==> src/tknv_pkg.sv <==
// Shared types and constants for the k-nearest-neighbour label vote block.
// Used by the controller, the datapath and the top level.
package tknv_pkg;

  localparam int MAX_NEIGHBOURS = 8;
  localparam int NUM_CLASSES    = 16;
  localparam int DIST_W         = 16;
  localparam int LABEL_W        = 4;
  localparam int K_W            = 4;
  localparam int VOTE_W         = 4;

  localparam logic [DIST_W-1:0] DIST_EMPTY = {DIST_W{1'b1}};
  localparam logic [K_W-1:0]    K_MAX      = K_W'(MAX_NEIGHBOURS);

  typedef enum logic [1:0] {
    ST_IDLE,
    ST_VOTE,
    ST_FINISH
  } state_t;

  // Controller to datapath
  typedef struct packed {
    logic insert;     // insert the accepted tile into the buffer
    logic vote_init;  // restart the class sweep
    logic vote_step;  // count one class
    logic finish;     // load the result register and clear the buffer
  } cmd_t;

  // Datapath to controller
  typedef struct packed {
    logic vote_last;  // sweep is at the last class
  } status_t;

endpackage

==> src/topk_nearest_label_vote.sv <==
// Top level of the k-nearest-neighbour label vote block.
// Instantiates tknv_ctrl and tknv_dp; depends on tknv_pkg.
//
// Each input transaction is one tile (distance, label, last flag). A tile that
// is not last is taken while idle: a parallel compare-and-shift inserts it
// into the sorted buffer of the k nearest tiles, and the next tile can follow
// in the next cycle. A last tile is inserted, then a sweep counts votes one
// class per cycle over all 16 classes, and a finish step loads the result
// register and clears the buffer: the next tile is taken after the finish
// step, which waits while the previous result has not been taken. The result
// register lets a new query stream in while a result waits on the output.
// Configuration writes are always ready and take effect in the next cycle.
module topk_nearest_label_vote (
  input  logic                         clk,
  input  logic                         rst,
  input  logic                         cfg_valid,
  output logic                         cfg_ready,
  input  logic [tknv_pkg::K_W-1:0]     neighbours_kept,
  input  logic                         in_valid,
  output logic                         in_ready,
  input  logic [tknv_pkg::DIST_W-1:0]  tile_distance,
  input  logic [tknv_pkg::LABEL_W-1:0] tile_label,
  input  logic                         last_tile,
  output logic                         out_valid,
  input  logic                         out_ready,
  output logic [tknv_pkg::LABEL_W-1:0] predicted_class,
  output logic [tknv_pkg::VOTE_W-1:0]  winning_votes
);

  tknv_pkg::cmd_t    cmd;
  tknv_pkg::status_t status;

  assign cfg_ready = 1'b1;

  tknv_ctrl u_ctrl (
    .clk       (clk),
    .rst       (rst),
    .in_valid  (in_valid),
    .in_ready  (in_ready),
    .last_tile (last_tile),
    .out_valid (out_valid),
    .out_ready (out_ready),
    .cmd       (cmd),
    .status    (status)
  );

  tknv_dp u_dp (
    .clk             (clk),
    .rst             (rst),
    .cfg_valid       (cfg_valid),
    .neighbours_kept (neighbours_kept),
    .tile_distance   (tile_distance),
    .tile_label      (tile_label),
    .cmd             (cmd),
    .status          (status),
    .predicted_class (predicted_class),
    .winning_votes   (winning_votes)
  );

  // A last tile starts the sweep, so no tile is taken in the next cycle
  a_sweep_blocks_input: assert property (@(posedge clk) disable iff (rst)
    in_valid && in_ready && last_tile |=> !in_ready)
    else $error("tile accepted during vote sweep");

  // Vote count never exceeds the buffer depth
  a_votes_bounded: assert property (@(posedge clk) disable iff (rst)
    out_valid |-> winning_votes <= tknv_pkg::VOTE_W'(tknv_pkg::MAX_NEIGHBOURS))
    else $error("winning vote count out of range");

  // A new result appears only when leaving the finish step, never while idle
  a_result_after_sweep: assert property (@(posedge clk) disable iff (rst)
    $rose(out_valid) |-> in_ready && !$past(in_ready))
    else $error("result loaded outside the finish step");

endmodule

==> src/tknv_ctrl.sv <==
// Controller state machine: sequences tile insertion, the class sweep and the
// result hand-off. Depends on tknv_pkg.
module tknv_ctrl (
  input  logic             clk,
  input  logic             rst,
  input  logic             in_valid,
  output logic             in_ready,
  input  logic             last_tile,
  output logic             out_valid,
  input  logic             out_ready,
  output tknv_pkg::cmd_t   cmd,
  input  tknv_pkg::status_t status
);

  tknv_pkg::state_t state, state_next;
  logic out_valid_next;

  // State and output-valid registers
  always_ff @(posedge clk) begin
    if (rst) begin
      state     <= tknv_pkg::ST_IDLE;
      out_valid <= 1'b0;
    end else begin
      state     <= state_next;
      out_valid <= out_valid_next;
    end
  end

  // Next state and commands
  always_comb begin
    state_next     = state;
    in_ready       = 1'b0;
    cmd            = '0;
    out_valid_next = out_valid && !out_ready;
    case (state)
      tknv_pkg::ST_IDLE: begin
        in_ready   = 1'b1;
        cmd.insert = in_valid;
        if (in_valid && last_tile) begin
          cmd.vote_init = 1'b1;
          state_next    = tknv_pkg::ST_VOTE;
        end
      end
      tknv_pkg::ST_VOTE: begin
        cmd.vote_step = 1'b1;
        if (status.vote_last) begin
          state_next = tknv_pkg::ST_FINISH;
        end
      end
      tknv_pkg::ST_FINISH: begin
        // hold until the output register is free
        if (!out_valid || out_ready) begin
          cmd.finish     = 1'b1;
          out_valid_next = 1'b1;
          state_next     = tknv_pkg::ST_IDLE;
        end
      end
      default: begin
        state_next = tknv_pkg::ST_IDLE;
      end
    endcase
  end

endmodule

==> src/tknv_dp.sv <==
// Datapath: sorted neighbour buffer with parallel compare-and-shift insert, per-class vote
// counter and result register. Depends on tknv_pkg.
module tknv_dp (
  input  logic                         clk,
  input  logic                         rst,
  input  logic                         cfg_valid,
  input  logic [tknv_pkg::K_W-1:0]     neighbours_kept,
  input  logic [tknv_pkg::DIST_W-1:0]  tile_distance,
  input  logic [tknv_pkg::LABEL_W-1:0] tile_label,
  input  tknv_pkg::cmd_t               cmd,
  output tknv_pkg::status_t            status,
  output logic [tknv_pkg::LABEL_W-1:0] predicted_class,
  output logic [tknv_pkg::VOTE_W-1:0]  winning_votes
);

  localparam int N     = tknv_pkg::MAX_NEIGHBOURS;
  localparam int IDX_W = $clog2(N);

  logic [tknv_pkg::K_W-1:0]     k_reg;
  logic [tknv_pkg::K_W-1:0]     k_eff;
  logic [tknv_pkg::DIST_W-1:0]  slot_dist  [N];
  logic [tknv_pkg::LABEL_W-1:0] label [N];
  logic [N-1:0]                 valid;

  logic [tknv_pkg::LABEL_W-1:0] cls;
  logic [tknv_pkg::LABEL_W-1:0] best_cls;
  logic [tknv_pkg::VOTE_W-1:0]  best_votes;
  logic [tknv_pkg::VOTE_W-1:0]  cls_votes;

  logic [N-1:0] in_k;   // slot lies below k
  logic [N-1:0] lt;     // new distance below slot distance
  logic [N-1:0] ge;     // slot at or after the insert position
  logic         keep;

  // Configuration register
  always_ff @(posedge clk) begin
    if (rst) begin
      k_reg <= tknv_pkg::K_W'(1);
    end else if (cfg_valid) begin
      k_reg <= neighbours_kept;
    end
  end

  // Clamp k into 1..MAX_NEIGHBOURS
  always_comb begin
    if (k_reg == '0) begin
      k_eff = tknv_pkg::K_W'(1);
    end else if (k_reg > tknv_pkg::K_MAX) begin
      k_eff = tknv_pkg::K_MAX;
    end else begin
      k_eff = k_reg;
    end
  end

  // Insert position: start of the trailing run of smaller compares below slot k-1
  always_comb begin
    for (int s = 0; s < N; s++) begin
      in_k[s] = tknv_pkg::K_W'(s) < k_eff;
      lt[s]   = tile_distance < slot_dist[s];
    end
    ge[N-1] = 1'b1;
    for (int s = N - 2; s >= 0; s--) begin
      if (tknv_pkg::K_W'(s + 1) >= k_eff) begin
        ge[s] = 1'b1;
      end else begin
        ge[s] = lt[s] && ge[s+1];
      end
    end
    keep = tile_distance < slot_dist[k_eff[IDX_W-1:0] - IDX_W'(1)];
  end

  // Neighbour buffer: insert and shift, or clear after the vote
  always_ff @(posedge clk) begin
    if (rst || cmd.finish) begin
      for (int s = 0; s < N; s++) begin
        slot_dist[s] <= tknv_pkg::DIST_EMPTY;
        label[s]     <= '0;
      end
      valid <= '0;
    end else if (cmd.insert && keep) begin
      for (int s = 0; s < N; s++) begin
        if (in_k[s] && ge[s]) begin
          if (s == 0 || !ge[(s == 0) ? 0 : s - 1]) begin
            slot_dist[s] <= tile_distance;
            label[s]     <= tile_label;
            valid[s]     <= 1'b1;
          end else begin
            slot_dist[s] <= slot_dist[(s == 0) ? 0 : s - 1];
            label[s]     <= label[(s == 0) ? 0 : s - 1];
            valid[s]     <= valid[(s == 0) ? 0 : s - 1];
          end
        end
      end
    end
  end

  // Votes for the class under the sweep
  always_comb begin
    cls_votes = '0;
    for (int s = 0; s < N; s++) begin
      if (in_k[s] && valid[s] && label[s] == cls) begin
        cls_votes = cls_votes + tknv_pkg::VOTE_W'(1);
      end
    end
  end

  // Class sweep; lower class wins ties
  always_ff @(posedge clk) begin
    if (rst || cmd.vote_init) begin
      cls <= '0;
    end else if (cmd.vote_step) begin
      cls <= cls + tknv_pkg::LABEL_W'(1);
    end
  end

  always_ff @(posedge clk) begin
    if (cmd.vote_step) begin
      if (cls == '0 || cls_votes > best_votes) begin
        best_votes <= cls_votes;
        best_cls   <= cls;
      end
    end
  end

  assign status.vote_last = (cls == tknv_pkg::LABEL_W'(tknv_pkg::NUM_CLASSES - 1));

  // Result register
  always_ff @(posedge clk) begin
    if (cmd.finish) begin
      predicted_class <= best_cls;
      winning_votes   <= best_votes;
    end
  end

endmodule
==> config.mk <==
export PLATFORM = sky130hd
export DESIGN_NAME = topk_nearest_label_vote
export DESIGN_NICKNAME = d
export VERILOG_FILES = /design/src/tknv_pkg.sv /design/src/topk_nearest_label_vote.sv /design/src/tknv_ctrl.sv /design/src/tknv_dp.sv
export SDC_FILE = /design/constraint.sdc
export NUM_CORES = 1
export LEC_CHECK = 0
export ABC_CLOCK_PERIOD_IN_PS = 6600
export BUFFER_PORTS_ARGS = -buffer_cell sky130_fd_sc_hd__clkbuf_2
export CORE_ASPECT_RATIO = 1.1
export CORE_MARGIN = 2
export CORE_UTILIZATION = 51
export CTS_CLUSTER_SIZE = 16
export DETAILED_ROUTE_END_ITERATION = 7
export GPL_TIMING_DRIVEN = 1
export MAX_ROUTING_LAYER = met4
export PLACE_DENSITY = 0.79
export SLEW_MARGIN = 40
export SYNTH_ARGS = -nofsm -noshare
export SYNTH_HDL_FRONTEND = slang
export SYNTH_SLANG_ARGS = --single-unit
==> constraint.sdc <==
create_clock -name clk -period 6.6 [get_ports clk]
set_input_delay 0.66 -clock clk [delete_from_list [all_inputs] [get_ports clk]]
set_output_delay 0.66 -clock clk [all_outputs]
set_load 0.03 [all_outputs]
==> impl_metrics.csv <==
group,metric,value,unit
sta,drv_slew,0,
logic_synthesis,ys_warn_count,0,
place,hpwl,25900,um
routing,wl_met3,2410,um
finish,largest-register,"u_dp.slot_dist",
routing,dr.pass1.iters,5,
floorplan,die_w,161,um
finish,largest_register_ffs,128,
finish,num_antenna_cells,0,
floorplan,num_rows,63,
power,powerDensity,199,nW/um^2
clocking,ctsHtreeMaxLevel,4,
power,vdd_drop_max,0.186,mV
worst_setup_path,cp.required,6.80,ns
worst_setup_path,start_kind,"flop",
power,power_switching,0.000800,W
power,power_frac_comb,0.150,
worst_setup_path,crit_fanout,11,
logic_synthesis,ys_top_cells_by_area,"edfxtp_1 38%, ha_1 13%, mux4_2 5.2%, o211ai_1 4.2%, nand2_1 3.7%",
routing,drtAntennaViolNets,0,
clocking,numCtsBuffers,17,
logic_synthesis,synth-edff-count,176,
floorplan,dieArea,28300,sq um
logic_synthesis,synth_area,13800,sq um
sta,hold_ws,0.421,ns
worst_setup_path,cp-endpoint,"u_dp.best_cls[0]",
clocking,cts_tree,"yes",
hold_path,hp-class,"flop to flop",
floorplan,core_area,26800,sq um
logic_synthesis,synthCells,1335,
worst_setup_path,cp.depth,30,
worst_setup_path,critPathSlowestCell,"dfxtp_2",
worst_setup_path,critPathBufInv,2,
sta,relSlewSlack,0.424,
power,p_sw_frac,0.267,
floorplan,initial_core_util,0.514,
finish,areaGrowthSynthToFinish,8.90,%
finish,fillCellCount,2167,
logic_synthesis,yosys_most_used_dff,"edfxtp_1",
logic_synthesis,synth-seq-area-share,0.411,
sta,fin_crit,6.17,ns
routing,met1Wirelength,13400,um
sta,max_freq,162,MHz
floorplan,ios,41,
clocking,clock_latency,0.45,ns
sta,setup_slack,0.425,ns
sta,final_hold_viol_count,0,
finish,reg_top3,"u_dp.slot_dist: 128 flops, u_dp.label: 32 flops, u_dp.valid: 8 flops",
routing,post_drt_wl_per_cell,19.9,um
logic_synthesis,synth_nets,1503,
logic_synthesis,syn_avg_cell_area,10.3,sq um
routing,route.detailed.drc,0,
grt,grt_overflow_total,0,
clocking,clock_sinks,195,
worst_setup_path,r2r_setup_slack,0.43,ns
routing,wl,33900,um
worst_setup_path,end_kind,"flop",
sta,rsz0062_at_grt,"no",
sta,fin_crit_sh,0.936,
power,power_frac_seq,0.476,
clocking,clk_pin_slew,0.07,ns
routing,met2WireLength,16800,um
grt,grt_pass1_wl,54900,um
finish,finish.utilization,0.560,
floorplan,die_y,176,um
power,p_total,0.00299,W
sta,worst_pin_slew,0.858,ns
finish,final_cell_area,15000,sq um
place,gp_congestion,0.978,
finish,drive_gt1_frac,0.124,
flow_run,drv_cap,0,
worst_setup_path,ff2ff_path_depth,30,
worst_setup_path,max_stage_delay,0.43,ns
clocking,clock_path_buffers,2,
power,leakagePower,6.31,nW
clocking,cts_setup_buffers,0,
logic_synthesis,ys_seq_elements,195,
routing,vias,10639,
sta,finalSetupViolCount,0,
grt,grt_usage,0.253,
logic_synthesis,yosysUniqueCellTypes,78,
logic_synthesis,synthArstFlopShare,0,
routing,drt-initial-drc-count,977,
finish,nNetsFinal,1497,
logic_synthesis,synth_top_cell_by_area,"edfxtp_1",
run_status,run_status,"complete, no violations",
worst_setup_path,crit_path_start,"u_dp.k_reg[2]",
worst_setup_path,arrival,6.37,ns
place,placed_area,14400,sq um
power,p_int,0.00219,W
worst_setup_path,rr_endpoint,"u_dp.best_cls[0]",
clocking,root_buffer,"clkbuf_16",
power,power_frac_clock,0.375,
grt,antenna_found_initial,0,
worst_setup_path,worst_r2r_startpoint,"u_dp.k_reg[2]",
grt,grt_pass1_vias,10493,
worst_setup_path,path_delay_family,"adder cells",
place,post-place-ws,-0.0248,ns
worst_setup_path,worst_path_most_repeated_cell,"ha_1",
routing,avgViaCountPerCell,6.26,
sta,skew,0.0108,ns
logic_synthesis,synth_top_area_frac,0.384,
place,port-buffer-count,39,
grt,grt_max_degree,45,
routing,maxUsedRoutingLayer,"met4",
worst_setup_path,worstSetupPathType,"flop to flop",
synthesized netlist by cell type, types with 3 or more instances:
cell type  instances
edfxtp_1         176
ha_1             138
nand2_1          136
inv_1            127
o211ai_1          77
a21oi_1           66
clkbuf_1          64
nor2_1            54
mux2i_1           50
o21ai_0           41
nand3_1           36
mux4_2            32
xor2_1            26
xnor2_1           24
a21o_1            22
nand4_1           21
a211o_1           19
dfxtp_1           19
nand3b_1          17
buf_2             15
and3_1            13
nor2b_1           13
nor3_1            13
a211oi_1          11
nand2b_1          11
nor4_1             9
o21ai_1            7
o21a_1             6
and2_1             5
and4_1             5
a2111oi_0          4
o31a_1             4
o31ai_1            4
or3_1              4
a221oi_1           3
a31oi_1            3
buf_1              3
o22ai_1            3
or2_2              3
or4_1              3
layer usage:
layer,track usage,vias to the layer above
met4,0.116,0
met2,0.422,475
met3,0.0378,97
met5,-,-
met1,0.304,5120
li1,-,4947
cell usage in the layout (no fill, tap or decap), drive strengths merged, types with 4 or more instances in the layout:
cell,count
edfxtp,176
ha,138
nand2,136
inv,130
o211ai,77
a21oi,66
clkbuf,59
nor2,54
mux2i,50
o21ai,48
nand3,36
mux4,32
xor2,26
xnor2,26
a21o,22
nand4,21
buf,21
a211o,19
dfxtp,19
nand3b,17
nor3,15
and3,13
nor2b,13
a211oi,12
nand2b,11
nor4,11
and2,6
o21a,6
and4,5
clkinvlp,5
or3,5
a2111oi,5
o31a,4
bufinv,4
or2,4
o31ai,4
repair_timing:
item	in CTS	in global routing
hold buffers	0	0
setup endpoints to repair	8	8
pin swaps	0	0
resized for setup	1	5
cloned	0	0
final cells by class:
type                            count  area [sq um]  share of cell area
Timing Repair Buffer               60           353              0.0235
Clock buffer                       20           437              0.0291
Inverter                          129           484              0.0323
Sequential cell                   195          5670               0.378
Clock inverter                     12           180              0.0120
Multi-Input combinational cell    926          7440               0.496
Tap cell                          357           447              0.0298
power by group through the flow:
stage / logic, W / clock network, W / registers, W
3_5_place_dp: 0.000438 / 0 / 0.00145
2_1_floorplan: 0.000306 / 0 / 0.00144
5_1_grt: 0.000490 / 0.00116 / 0.00143
4_1_cts: 0.000441 / 0.00112 / 0.00142
6_report: 0.000448 / 0.00112 / 0.00142
3_3_place_gp: 0.000415 / 0 / 0.00145
how the worst min path moves through the flow:
stage,slack (ns),startpoint,cells after the start,endpoint
final,0.42,u_dp.best_cls[2],0,u_dp.predicted_class[2]
after global routing,0.44,u_dp.best_cls[0],0,u_dp.predicted_class[0]
after CTS,0.42,u_dp.best_cls[2],0,u_dp.predicted_class[2]
after detailed placement,0.40,u_dp.best_cls[2],0,u_dp.predicted_class[2]
after global placement,0.40,u_dp.best_cls[2],0,u_dp.predicted_class[2]
after floorplan,0.40,u_dp.best_cls[0],0,u_dp.predicted_class[0]
stage by stage:
| step | cells | setup TNS, ns |
|---|---|---|
| global route | 1699 | 0 |
| CTS | 1699 | 0 |
| floorplan | 1335 | 0 |
| global placement | 1666 | 0 |
| finish | 1699 | 0 |
| detailed placement | 1667 | -0.198 |
logic make-up (layout without fill, tap and decap cells):
family / Yosys count / count (layout) / synth area share
AND/OR/NAND/NOR: 354 / 354 / 0.128
adder cells (fa/ha/maj): 138 / 138 / 0.125
flip-flops: 195 / 195 / 0.411
XOR/XNOR: 52 / 52 / 0.0350
other: 1 / 1 / 0.000272
multiplexers: 84 / 84 / 0.0903
buffers and inverters: 214 / 221 / 0.0606
AO/OA/AOI/OAI: 297 / 297 / 0.149
(Power assumes the default switching activity.)
